$ cat src/rtl/core/rfc_pkg.sv
package rfc_pkg;

  localparam int unsigned CountWidth = 6;
  localparam int unsigned ByteWidth  = 8;
  localparam int unsigned RegIndexWidth = 2;

  localparam logic [RegIndexWidth-1:0] REG_EXPECTED_LENGTH = 2'd0;
  localparam logic [RegIndexWidth-1:0] REG_STATUS_POSITION = 2'd1;
  localparam logic [RegIndexWidth-1:0] REG_STATION_ID      = 2'd2;
  localparam logic [RegIndexWidth-1:0] REG_MAX_ATTEMPTS    = 2'd3;

  localparam logic [5:0] RESET_EXPECTED_LENGTH = 6'd7;
  localparam logic [4:0] RESET_STATUS_POSITION = 5'd4;
  localparam logic [7:0] RESET_STATION_ID      = 8'd80;
  localparam logic [2:0] RESET_MAX_ATTEMPTS    = 3'd3;

  localparam logic [7:0] CODE_SOH    = 8'h01;
  localparam logic [7:0] CODE_STX    = 8'h02;
  localparam logic [7:0] STATUS_GOOD = 8'h30;
  localparam logic [7:0] STATUS_STOP = 8'h31;
  localparam logic [CountWidth-1:0] MIN_FRAME = 6'd4;

  localparam logic OPCODE_BYTE  = 1'b0;
  localparam logic OPCODE_CLOSE = 1'b1;

  localparam logic REPLY_ACK = 1'b0;
  localparam logic REPLY_NAK = 1'b1;

  localparam logic [2:0] OUT_RETRY  = 3'd0;
  localparam logic [2:0] OUT_GOOD   = 3'd1;
  localparam logic [2:0] OUT_DEVERR = 3'd2;
  localparam logic [2:0] OUT_BADLEN = 3'd3;
  localparam logic [2:0] OUT_GAVEUP = 3'd4;

  typedef struct packed {
    logic                     en;
    logic [RegIndexWidth-1:0] index;
    logic [ByteWidth-1:0]     data;
  } cfg_write_t;

  typedef struct packed {
    logic                  reply;
    logic [2:0]            outcome;
    logic [ByteWidth-1:0]  device_code;
    logic [CountWidth-1:0] received_count;
  } result_t;

endpackage

$ cat src/rtl/core/rfc_tracker.sv
module rfc_tracker #(
  parameter int unsigned MAX_FRAME = 32
) (
  input  logic                clk,
  input  logic                rst,
  input  rfc_pkg::cfg_write_t cfg,
  input  logic                take,
  input  logic                opcode,
  input  logic [7:0]          rx_byte,
  output logic                result_valid,
  output rfc_pkg::result_t    result
);

  localparam int unsigned LimCapInt = (MAX_FRAME > 63) ? 63 : MAX_FRAME;
  localparam logic [5:0] LIM_CAP = 6'(LimCapInt);

  logic [5:0] expected_length;
  logic [4:0] status_position;
  logic [7:0] station_id;
  logic [2:0] max_attempts;

  logic [5:0] byte_count;
  logic [7:0] xor_sum;
  logic       header_good;
  logic [7:0] status_byte;
  logic [2:0] attempts_left;

  logic [5:0] count_next;
  logic [7:0] xor_next;
  logic       header_next;
  logic [7:0] status_next;
  logic [5:0] frame_limit;
  logic       close;
  logic       bad;
  logic [2:0] outcome;
  logic [2:0] attempts_next;

  always_comb begin
    if (expected_length > LIM_CAP) begin
      frame_limit = LIM_CAP;
    end else if (expected_length == 6'd0) begin
      frame_limit = 6'd1;
    end else begin
      frame_limit = expected_length;
    end
  end

  always_comb begin
    count_next  = byte_count;
    xor_next    = xor_sum;
    header_next = header_good;
    status_next = status_byte;
    close       = 1'b0;
    if (opcode == rfc_pkg::OPCODE_CLOSE) begin
      close = 1'b1;
    end else begin
      if (byte_count == 6'd0 && rx_byte != rfc_pkg::CODE_SOH) header_next = 1'b0;
      if (byte_count == 6'd1 && rx_byte != station_id) header_next = 1'b0;
      if (byte_count == 6'd2 && rx_byte != rfc_pkg::CODE_STX) header_next = 1'b0;
      if (byte_count == {1'b0, status_position}) status_next = rx_byte;
      xor_next   = xor_sum ^ rx_byte;
      count_next = byte_count + 6'd1;
      close      = (count_next >= frame_limit);
    end
  end

  always_comb begin
    bad = (count_next < rfc_pkg::MIN_FRAME) || (xor_next != 8'd0) || !header_next;
    attempts_next = max_attempts;
    if (bad) begin
      if (attempts_left > 3'd1) begin
        attempts_next = attempts_left - 3'd1;
        outcome = rfc_pkg::OUT_RETRY;
      end else begin
        outcome = rfc_pkg::OUT_GAVEUP;
      end
    end else if (count_next != expected_length) begin
      outcome = rfc_pkg::OUT_BADLEN;
    end else if (status_next == rfc_pkg::STATUS_GOOD ||
                 status_next == rfc_pkg::STATUS_STOP) begin
      outcome = rfc_pkg::OUT_GOOD;
    end else begin
      outcome = rfc_pkg::OUT_DEVERR;
    end
  end

  always_ff @(posedge clk) begin
    if (rst) begin
      expected_length <= rfc_pkg::RESET_EXPECTED_LENGTH;
      status_position <= rfc_pkg::RESET_STATUS_POSITION;
      station_id      <= rfc_pkg::RESET_STATION_ID;
      max_attempts    <= rfc_pkg::RESET_MAX_ATTEMPTS;
      byte_count      <= 6'd0;
      xor_sum         <= 8'd0;
      header_good     <= 1'b1;
      status_byte     <= 8'd0;
      attempts_left   <= rfc_pkg::RESET_MAX_ATTEMPTS;
      result_valid    <= 1'b0;
    end else begin
      result_valid <= take && close;
      if (take) begin
        if (close) begin
          byte_count    <= 6'd0;
          xor_sum       <= 8'd0;
          header_good   <= 1'b1;
          status_byte   <= 8'd0;
          attempts_left <= attempts_next;
        end else begin
          byte_count  <= count_next;
          xor_sum     <= xor_next;
          header_good <= header_next;
          status_byte <= status_next;
        end
      end
      if (cfg.en) begin
        case (cfg.index)
          rfc_pkg::REG_EXPECTED_LENGTH: expected_length <= cfg.data[5:0];
          rfc_pkg::REG_STATUS_POSITION: status_position <= cfg.data[4:0];
          rfc_pkg::REG_STATION_ID:      station_id      <= cfg.data;
          rfc_pkg::REG_MAX_ATTEMPTS: begin
            max_attempts  <= cfg.data[2:0];
            attempts_left <= cfg.data[2:0];
          end
          default: ;
        endcase
      end
    end
  end

  always_ff @(posedge clk) begin
    if (take && close) begin
      result.reply          <= bad ? rfc_pkg::REPLY_NAK : rfc_pkg::REPLY_ACK;
      result.outcome        <= outcome;
      result.device_code    <= status_next;
      result.received_count <= count_next;
    end
  end

endmodule

$ cat src/rtl/core/rfc_out_buffer.sv
module rfc_out_buffer (
  input  logic             clk,
  input  logic             rst,
  input  logic             load,
  input  rfc_pkg::result_t load_data,
  output logic             full,
  output logic             out_valid,
  input  logic             out_stall,
  output rfc_pkg::result_t out_data
);

  logic             skid_valid;
  rfc_pkg::result_t skid_data;
  logic             out_xfer;

  assign out_xfer = out_valid && !out_stall;
  // a result landing in the skid entry this cycle also blocks the input,
  // so the next result can never meet an occupied skid entry
  assign full     = skid_valid || (load && out_valid && out_stall);

  always_ff @(posedge clk) begin
    if (rst) begin
      out_valid  <= 1'b0;
      skid_valid <= 1'b0;
    end else begin
      if (skid_valid) begin
        if (out_xfer) begin
          out_data   <= skid_data;
          skid_valid <= 1'b0;
        end
      end else if (load) begin
        if (!out_valid || out_xfer) begin
          out_data  <= load_data;
          out_valid <= 1'b1;
        end else begin
          skid_data  <= load_data;
          skid_valid <= 1'b1;
        end
      end else if (out_xfer) begin
        out_valid <= 1'b0;
      end
    end
  end

endmodule

$ cat src/rtl/core/response_frame_checker_unit.sv
// Response frame checker.
// Input channel (in_valid / in_stall): one transfer per received byte
// (opcode 0, rx_byte) or per early read-window close (opcode 1).
// Output channel (out_valid / out_stall): one transfer per closed frame with
// reply (ACK/NAK), outcome, device_code and received_count.
// Configuration: wr_en, wr_index, wr_data write one register per cycle;
// write only while no frame result is outstanding.
// Throughput: one input transfer per cycle while in_stall is low. The whole
// per-byte update and frame judgement is combinational into the result
// register, and the result then passes through the output register before
// out_valid rises.
// The output stage holds one result plus one skid entry. When a result
// arrives while the receiver stalls a full output register, in_stall rises in
// that cycle and stays high until the skid entry drains.
// Reset (rst, synchronous) loads the register defaults, clears the frame
// state, reloads the attempt counter and empties the output stage.
module response_frame_checker_unit #(
  parameter int unsigned MAX_FRAME = 32
) (
  input  logic       clk,
  input  logic       rst,
  input  logic       wr_en,
  input  logic [1:0] wr_index,
  input  logic [7:0] wr_data,
  input  logic       in_valid,
  output logic       in_stall,
  input  logic       opcode,
  input  logic [7:0] rx_byte,
  output logic       out_valid,
  input  logic       out_stall,
  output logic       reply,
  output logic [2:0] outcome,
  output logic [7:0] device_code,
  output logic [5:0] received_count
);

  rfc_pkg::cfg_write_t cfg;
  rfc_pkg::result_t    frame_result;
  rfc_pkg::result_t    out_data;
  logic                frame_done;
  logic                full;
  logic                take;

  assign cfg.en    = wr_en;
  assign cfg.index = wr_index;
  assign cfg.data  = wr_data;

  assign in_stall = full;
  assign take     = in_valid && !full;

  rfc_tracker #(
    .MAX_FRAME(MAX_FRAME)
  ) u_tracker (
    .clk         (clk),
    .rst         (rst),
    .cfg         (cfg),
    .take        (take),
    .opcode      (opcode),
    .rx_byte     (rx_byte),
    .result_valid(frame_done),
    .result      (frame_result)
  );

  rfc_out_buffer u_out (
    .clk      (clk),
    .rst      (rst),
    .load     (frame_done),
    .load_data(frame_result),
    .full     (full),
    .out_valid(out_valid),
    .out_stall(out_stall),
    .out_data (out_data)
  );

  assign reply          = out_data.reply;
  assign outcome        = out_data.outcome;
  assign device_code    = out_data.device_code;
  assign received_count = out_data.received_count;

endmodule
$ cat config.mk
export PLATFORM = sky130hd
export DESIGN_NAME = response_frame_checker_unit
export DESIGN_NICKNAME = d
export VERILOG_FILES = /design/src/rtl/core/rfc_pkg.sv /design/src/rtl/core/rfc_tracker.sv /design/src/rtl/core/rfc_out_buffer.sv /design/src/rtl/core/response_frame_checker_unit.sv
export SDC_FILE = /design/constraint.sdc
export NUM_CORES = 1
export LEC_CHECK = 0
export BUFFER_PORTS_ARGS = -buffer_cell sky130_fd_sc_hd__buf_2
export CAP_MARGIN = 20
export CORE_AREA = 5 5 156 120
export CTS_CLUSTER_SIZE = 40
export DETAILED_ROUTE_END_ITERATION = 10
export DIE_AREA = 0 0 161 125
export PLACE_DENSITY = 0.51
export RECOVER_POWER = 25
export SKIP_LAST_GASP = 1
export SYNTH_ARGS = -nofsm -noshare
export SYNTH_HDL_FRONTEND = slang
export SYNTH_SLANG_ARGS = --single-unit
$ cat constraint.sdc
create_clock -name clk -period 9.4 [get_ports clk]
set_input_delay 0.94 -clock clk [delete_from_list [all_inputs] [get_ports clk]]
set_output_delay 0.94 -clock clk [all_outputs]
set_load 0.005 [all_outputs]
==> results of run 1 <==
## layer usage
| layer | vias to the layer above | track usage, % | share of wire [%] |
|---|---|---|---|
| met5 | - | 0 | 0 |
| met4 | 0 | 2.257 | 0.97 |
| met3 | 11 | 3.355 | 4.5 |
| met2 | 69 | 15.40 | 40 |
| met1 | 1645 | 16.73 | 54 |
| li1 | 1687 | - | - |
## layout by cell type (no fill, tap or decap), types with 3 or more instances in the layout
master	n
edfxtp_1	54
nor2_1	51
dfxtp_1	51
nand2_1	42
buf_2	40
xor2_1	28
mux2_2	23
a21oi_1	19
xnor2_1	17
mux2i_1	13
inv_1	12
ha_1	12
o21ai_0	11
nand3_1	10
nor3_1	10
clkbuf_16	9
nor2b_1	7
nand3b_1	6
a31oi_1	5
a211o_1	5
nor4_1	4
and3_1	4
nand2b_1	4
a211oi_1	4
clkbuf_1	4
nor4bb_1	3
clkinv_4	3
## logic make-up after synthesis
logic type	after synthesis	share of synthesized area, %
compound gates	63	8.732
xor+xnor	46	8.206
fa+ha+maj	12	3.002
buf+inv	39	3.653
flops	105	52.84
mux	36	7.781
simple gates	160	15.79
## how the worst max path moves through the flow
| stage | start | to | cells past startpoint |
|---|---|---|---|
| 2_1_floorplan | rst | u_out.skid_data[0]$_DFFE_PP_ | 3 |
| 3_3_place_gp | u_tracker.byte_count[0]$_SDFFE_PP0P_ | u_tracker.status_byte[1]$_SDFFE_PP0P_ | 9 |
| 3_5_place_dp | u_tracker.byte_count[0]$_SDFFE_PP0P_ | u_tracker.xor_sum[3]$_SDFFE_PP0P_ | 9 |
| 4_1_cts | u_tracker.byte_count[0]$_SDFFE_PP0P_ | u_tracker.xor_sum[3]$_SDFFE_PP0P_ | 9 |
| 5_1_grt | u_tracker.byte_count[0]$_SDFFE_PP0P_ | u_tracker.xor_sum[5]$_SDFFE_PP0P_ | 10 |
| 6_report | u_tracker.byte_count[0]$_SDFFE_PP0P_ | u_tracker.status_byte[0]$_SDFFE_PP0P_ | 10 |
## flip-flops by register name, indices dropped and copies added, names as in the netlist
| signal | flops |
|---|---|
| u_out.out_data | 18 |
| u_out.skid_data | 18 |
| u_tracker.result_valid | 1 |
| u_tracker.byte_count | 6 |
| u_tracker.station_id | 8 |
| u_out.out_valid | 1 |
| u_tracker.status_byte | 8 |
| u_tracker.attempts_left | 3 |
| u_tracker.result | 18 |
| u_tracker.xor_sum | 8 |
| u_tracker.max_attempts | 3 |
| u_tracker.header_good | 1 |
| u_tracker.expected_length | 6 |
| u_tracker.status_position | 5 |
| u_out.skid_valid | 1 |
## metrics by stage
step	power, mW	instance area (um^2)	cells	util (%)	worst slack [ns]
after floorplan	0.5787	5001	461	-	6.342
after global placement	0.6038	5384	700	31.24	5.729
after detailed placement	0.6065	5384	700	31.24	5.602
after CTS	0.9700	5670	716	32.90	5.593
after global routing	1.007	5678	717	32.94	5.525
final	0.9618	5678	717	32.94	5.809
## power groups by stage
stage	sequential (mW)	clock, mW	combinational (mW)
final	0.510	0.366	0.0858
after global routing	0.512	0.398	0.0966
after CTS	0.511	0.374	0.0859
after global placement	0.520	0	0.0836
after detailed placement	0.521	0	0.0854
after floorplan	0.516	0	0.0626
## area by class of cell
cell class | instances | area share (%)
Tap cell | 220 | 4.848
Inverter | 13 | 0.8594
Sequential cell | 105 | 46.54
Clock buffer | 10 | 4.033
Clock inverter | 6 | 1.014
Timing Repair Buffer | 46 | 4.187
Multi-Input combinational cell | 317 | 38.52
## synthesized netlist by cell type, drive strengths merged (2+ instances only)
cell type / n
a211o: 5
a211oi: 4
a21oi: 19
a221oi: 2
a311oi: 2
a31oi: 5
a41oi: 2
and2: 3
and3: 5
buf: 14
clkbuf: 12
dfxtp: 51
edfxtp: 54
ha: 12
inv: 12
mux2: 23
mux2i: 13
nand2: 42
nand2b: 4
nand3: 11
nand3b: 6
nand4: 2
nor2: 53
nor2b: 7
nor3: 11
nor3b: 3
nor4: 4
nor4bb: 3
o211a: 2
o21ai: 11
o32ai: 2
or2: 2
or3: 2
xnor2: 17
xor2: 29
==> results.txt, run 1 <==
- Leakage power: 2.152 nW
* Global-route wire length before repair: 17.98 mm
- Resize count post-CTS: 0
- Cell chain of the critical path: inv_1 > ha_1 > ha_1 > nand2_1 > o21ai_0 > a41oi_1 > nor2_2 > buf_6 > or2_1 > nor3_1
* Min-Delay Path Class: register to register
- Net switching is 25.25% of the power.
- Worst Hold Slack: 0.4493 ns
- The path with the worst hold slack has its endpoint at u_out.skid_data[15]$_DFFE_PP_.
- Yosys mapped a number of flops with a built-in enable equal to 54.
- The die covers 0.02013 mm^2.
- Internal power comes to 719.0 uW.
- The final route contains 3412 vias.
- The number of cells on the worst reg-to-reg path is 10.
- Among cell families on the critical path, the largest total delay comes from simple AND/OR/NAND/NOR gates.
* Via count of the first global-routing pass: 3359
- Final hold viol count: 0
- The most used flip-flop cell after synthesis is edfxtp_1.
* Count of unique library cells instantiated by Yosys: 58
- Post-synthesis cell type with the largest combined area: edfxtp_1
- Post-detailed-route count of antenna-violating nets: 0
- Aggregate routed wire length: 10.88 mm
* Worst hold path startpoint: u_tracker.result[15]$_SDFFCE_PN0P_
- The congestion estimate from routability-driven global placement came to 0.7764.
* Layout fillers: 1760
- Reg power frac: 53.1%
* Ys async rst share: 0%
* CTS tree: built
- Core Footprint: 0.01724 mm^2
- In this run the register-to-register setup slack is 5.81 ns.
* Sequential cell area: 0.002643 mm^2
- 0 antenna diodes ended up in the layout.
- Largest vdd supply drop: 82.82 uV
- Status: finished, final reports clean
- Together, buffers and inverters on the worst path number 2.
* Post-Syn Area: 0.005001 mm^2
- After synthesis, the cell types taking the most area are edfxtp_1 32%, dfxtp_1 20%, mux2_2 5.2%, xor2_1 4.9%, nor2_1 3.8%.
- Clock-pin slew was measured on the worst setup and hold paths at 0.08 ns.
- In this run the worst path has a maximum fanout of 23.
- Routed length per placed instance: 15.17 um
- The worst pin sits at a relative slew slack of 31.82%.
- Final routed DRC violation total: 0
* Period utilisation layout: 38.20%
* Hold path cells: 0
- The initialized floorplan defines 42 standard-cell rows.
- Synthesis produced 461 cells.
* Count of maximum capacitance violations: 0
- Setup Fix Bufs, Post-CTS: 0
- For the worst setup path, the data arrival time is 3.79 ns.
- CP max stage cell: or2_1
* I/O Pins: 44
* Max-slew violations: 0
- Clk root buf: clkbuf_16
- Total routing resource utilization after global routing: 11.02%
- For this design the total switching power over the nets is 242.8 uW.
* Clk_lat worst skew: 0.35 ns
- The first detailed-routing pass ran for 4 iterations.
- #FFs+latches synth: 105
* Cell type with the highest occurrence count on the critical path: ha_1
- Hold-fix buffer count after cts: 0
- Startpoint Class: register
- Buffers placed on the I/O ports in this run total 43.
* Maximum level of the CTS H-tree: 3
* Synth warn: 0
- For this run, the top clock speed supported by timing is 0.2785 GHz.
- The die is 125 um tall.
* Maximum root-to-sink buffer count: 2
* Combinational group share of total power: 8.9%
- Die Width: 161 um
- The worst register-to-register path begins at u_tracker.byte_count[0]$_SDFFE_PP0P_.
- Synth Net Count: 497
* Largest net degree at the start of global routing: 31
* Total of endpoints with negative setup slack in the final report: 0
- For the finished layout, the period the worst path requires is 3.591 ns.
- Areal power density over the cells: 169.4 mW/mm^2
- Remaining global-route overflow: 0
- Setup repair after global routing left no endpoint under its margin.
- The worst register-to-register path ends at u_tracker.status_byte[0]$_SDFFE_PP0P_.
* Final Net Count: 528
- Clock net sink count: 105
- In this run, CTS created clock tree buffers numbering 9.
- In the final timing run, aggregate negative setup slack is 0 ns.
- Once the floorplan was initialized, standard cells occupied 29.01% of the core.
- The initial antenna violation count was 0.
- Detailed-route vias per instance: 4.759
- The share of total power dissipated in the clock network is 38.0%.
- Fin Clk Skew: 0.009255 ns
- Iteration-0 DRC count of the detailed router: 182
* Share of layout cells above drive strength 1: 18.91%
* Worst Path Required: 9.60 ns
- Area occupied by multi-input gates: 0.002187 mm^2
- Of the synthesized area, sequential elements account for 52.84%.
- CP peak stage delay: 0.66 ns
- Detailed placement ended at an HPWL of 8.066 mm.
- Synthesis-to-finish area growth: 13.54%
* Endpoint class of the critical path: register
* Transition time of the tightest slew-check pin: 1.023 ns
- After synthesis, the mean cell area works out to 10.85 um^2.
* Path type of the worst setup path: register to register
* Fraction of synthesized cell area taken by the top area cell type: 32.42%
(Power assumes the default switching activity.)
==> inputs of run 2 (changes only) <==
Settings changed: PLACE_DENSITY 0.51 to 0.53.
Clock period 9.4 ns to 2.9 ns, I/O delays scaled along.
==> results.txt, run 2 (same netlist as run 1, synthesis figures left out) <==
- The run finished with clean final reports.
- Dividing the detail-routed wire length by the instance count gives 14.93 um.
* Maximum net fanout on the critical path: 10
* Final hold viol count: 0
- Derived from the worst setup path, the maximum achievable clock frequency is 0.3666 GHz.
* Total Negative Setup Slacks: 0 ns
* Clk_lat worst skew: 0.34 ns
* Cell family contributing the most delay on the critical path: simple AND/OR/NAND/NOR gates
* Most common cell after layout, fill and taps aside: edfxtp_1
- Min-Delay Path Class: primary input to register
- Count of buffering cells on the critical path with inverters included: 2
- Largest vdd supply drop: 257.5 uV
- Share of layout cells above drive strength 1: 21.72%
- Overall Power: 3.127 mW
- Setup repair after global routing left no endpoint under its margin.
* Total routing resource utilization after global routing: 11.26%
- The number of global-route vias before repair was 3474.
- Detailed-route vias per instance: 4.755
- Period utilisation layout: 94.05%
- Startpoint Class: register
- TritonCTS created 9 clock buffers.
- CP peak stage delay: 0.36 ns
- Dividing total power by cell area gives a power density of 537.9 mW/mm^2.
* Number of vias after detailed routing: 3476
* Synthesis-to-finish area growth: 16.26%
- Die Width: 161 um
- The total overflow left after global routing is 0.
* Number of input and output port buffers inserted: 43
* Worst path arrival time: 2.94 ns
* Count of maximum capacitance violations: 0
- Layout fillers: 1721
* Combinational group share of total power: 9.5%
- Endpoint class of the critical path: register
- The total area inside the core boundary comes to 0.01724 mm^2.
- The worst setup path is of the register to register kind.
- Worst Hold Slack: 0.1752 ns
- The clock network burns 37.7% of the power.
- In this run, post-CTS hold repair placed 0 buffers.
- TritonCTS built the clock tree.
* Number of optimization iterations in the first detailed-route pass: 4
- For this block, the routed nets add up to 10.91 mm of wire.
* Die area: 0.02013 mm^2
* Clock net sink count: 105
* CP max stage cell: dfxtp_2
- Detailed placement ended at an HPWL of 8.153 mm.
- I/O Pins: 44
- Global-route wire length before repair: 18.23 mm
- Number of antenna violations at the first check in global routing: 0
* Cell-internal power: 2.345 mW
* Relative max-transition margin: 18.17%
- Final Critical Period: 2.727 ns
* Clock input transition at the sequential cells of the worst setup and hold paths: 0.07 ns
- Of the total power, registers draw 52.7%.
- Once detail routing completed, the nets flagged for antenna violations numbered 0.
- In this run the number of H-tree levels came out at 3.
* Maximum root-to-sink buffer count: 2
* Max-slew violations: 0
- The tree is rooted in a clkbuf_16.
* Largest net degree at the start of global routing: 31
- Initial Utilization: 29.01%
- Iteration-0 DRC count of the detailed router: 272
- Setup violations remaining at the end of the flow were counted as 0.
- Largest registers: u_out.out_data x18, u_out.skid_data x18, u_tracker.result x18
- Clock skew on the completed layout was measured at 0.007252 ns.
- The signal on the critical path passes through buf_6 > and3_2 > nand3_2 > xnor2_1 > ha_1 > a211o_1 > a41oi_2 > nor2_4 > buf_4 > or3_1 > a21oi_2 > a311oi_1.
- Net switching is 25.02% of the power.
* Ant diodes: 0
- The floorplan step set the die height to 125 um.
* Final Net Count: 542
- Final routed DRC violation total: 0
- For the pin with the worst max-slew slack, the measured transition is 1.227 ns.
* Routability congestion estimate: 0.8421
* Leading cell types in the layout, fill and taps excluded: 54 x edfxtp_1, 51 x nor2_1, 49 x dfxtp_1
- Net switching power figure: 782.6 uW
* Worst Path Required: 3.11 ns
* Number of rows in the core area: 42
- Leakage power: 2.220 nW
run 2: cell count changes in the layout (fill, tap and decap cells not counted), sizes merged:
cell,before,now
buf,43,55
clkbuf,13,14
inv,15,16
run 2: tightest hold or removal path, stage by stage:
cell	delay (ns)
buf_2	0.07
nand2_1	0.05
nand3b_1	0.07
run 2: area by class of cell:
cell class,instances,area [um^2],share of cell area [%]
clock buffers,9,225.2,3.873
clock inverters,7,67.56,1.162
inverters,13,48.80,0.8393
multi-input cells,317,2211,38.02
flip-flops and latches,105,2645,45.49
well taps,220,275.3,4.734
repair buffers,60,341.6,5.875
run 2: routing by layer:
metal,GRT usage [%],vias to the layer above,routed length (um)
li1,-,1717,-
met1,16.39,1665,5654
met2,16.42,86,4539
met3,3.224,8,621
met4,2.959,0,97
met5,0,-,0
run 2: path summary, 6_finish.rpt:
| kind | startpoint | endpoint | slack (ns) | cells past startpoint |
|---|---|---|---|---|
| max | u_tracker.byte_count[0]$_SDFFE_PP0P_ | u_tracker.attempts_left[1]$_SDFF_PP1_ | 0.17 | 12 |
| min | wr_data[6] | u_tracker.station_id[6]$_SDFFE_PP1P_ | 0.18 | 3 |
| max reg2reg | u_tracker.byte_count[0]$_SDFFE_PP0P_ | u_tracker.attempts_left[1]$_SDFF_PP1_ | 0.17 | 12 |
| min reg2reg | u_tracker.result[3]$_DFFE_PP_ | u_out.skid_data[3]$_DFFE_PP_ | 0.45 | 0 |
run 2: per-stage QoR:
| step | worst slack [ns] | instances | instance area [um^2] | utilization (%) |
|---|---|---|---|---|
| 2_1_floorplan | 0.1119 | 461 | 5006 | - |
| 3_3_place_gp | 0.2027 | 715 | 5502 | 31.92 |
| 3_5_place_dp | 0.07850 | 715 | 5502 | 31.92 |
| 4_1_cts | 0.05440 | 731 | 5794 | 33.62 |
| 5_1_grt | 0.005290 | 731 | 5814 | 33.73 |
| 6_report | 0.1725 | 731 | 5814 | 33.73 |
run 2: repair_timing:
item / 4_1_cts / 5_1_grt
gates resized for setup: 0 / 8
setup buffers: 0 / 0
endpoints found under the setup margin: 0 / 15
run 2: power groups by stage:
stage                     Combinational, mW  Sequential (mW)  Clock (mW)
after floorplan                       0.204             1.67           0
after CTS                             0.300             1.65        1.23
after global routing                  0.337             1.66        1.28
final                                 0.298             1.65        1.18
after global placement                0.293             1.68           0
after detailed placement              0.298             1.68           0
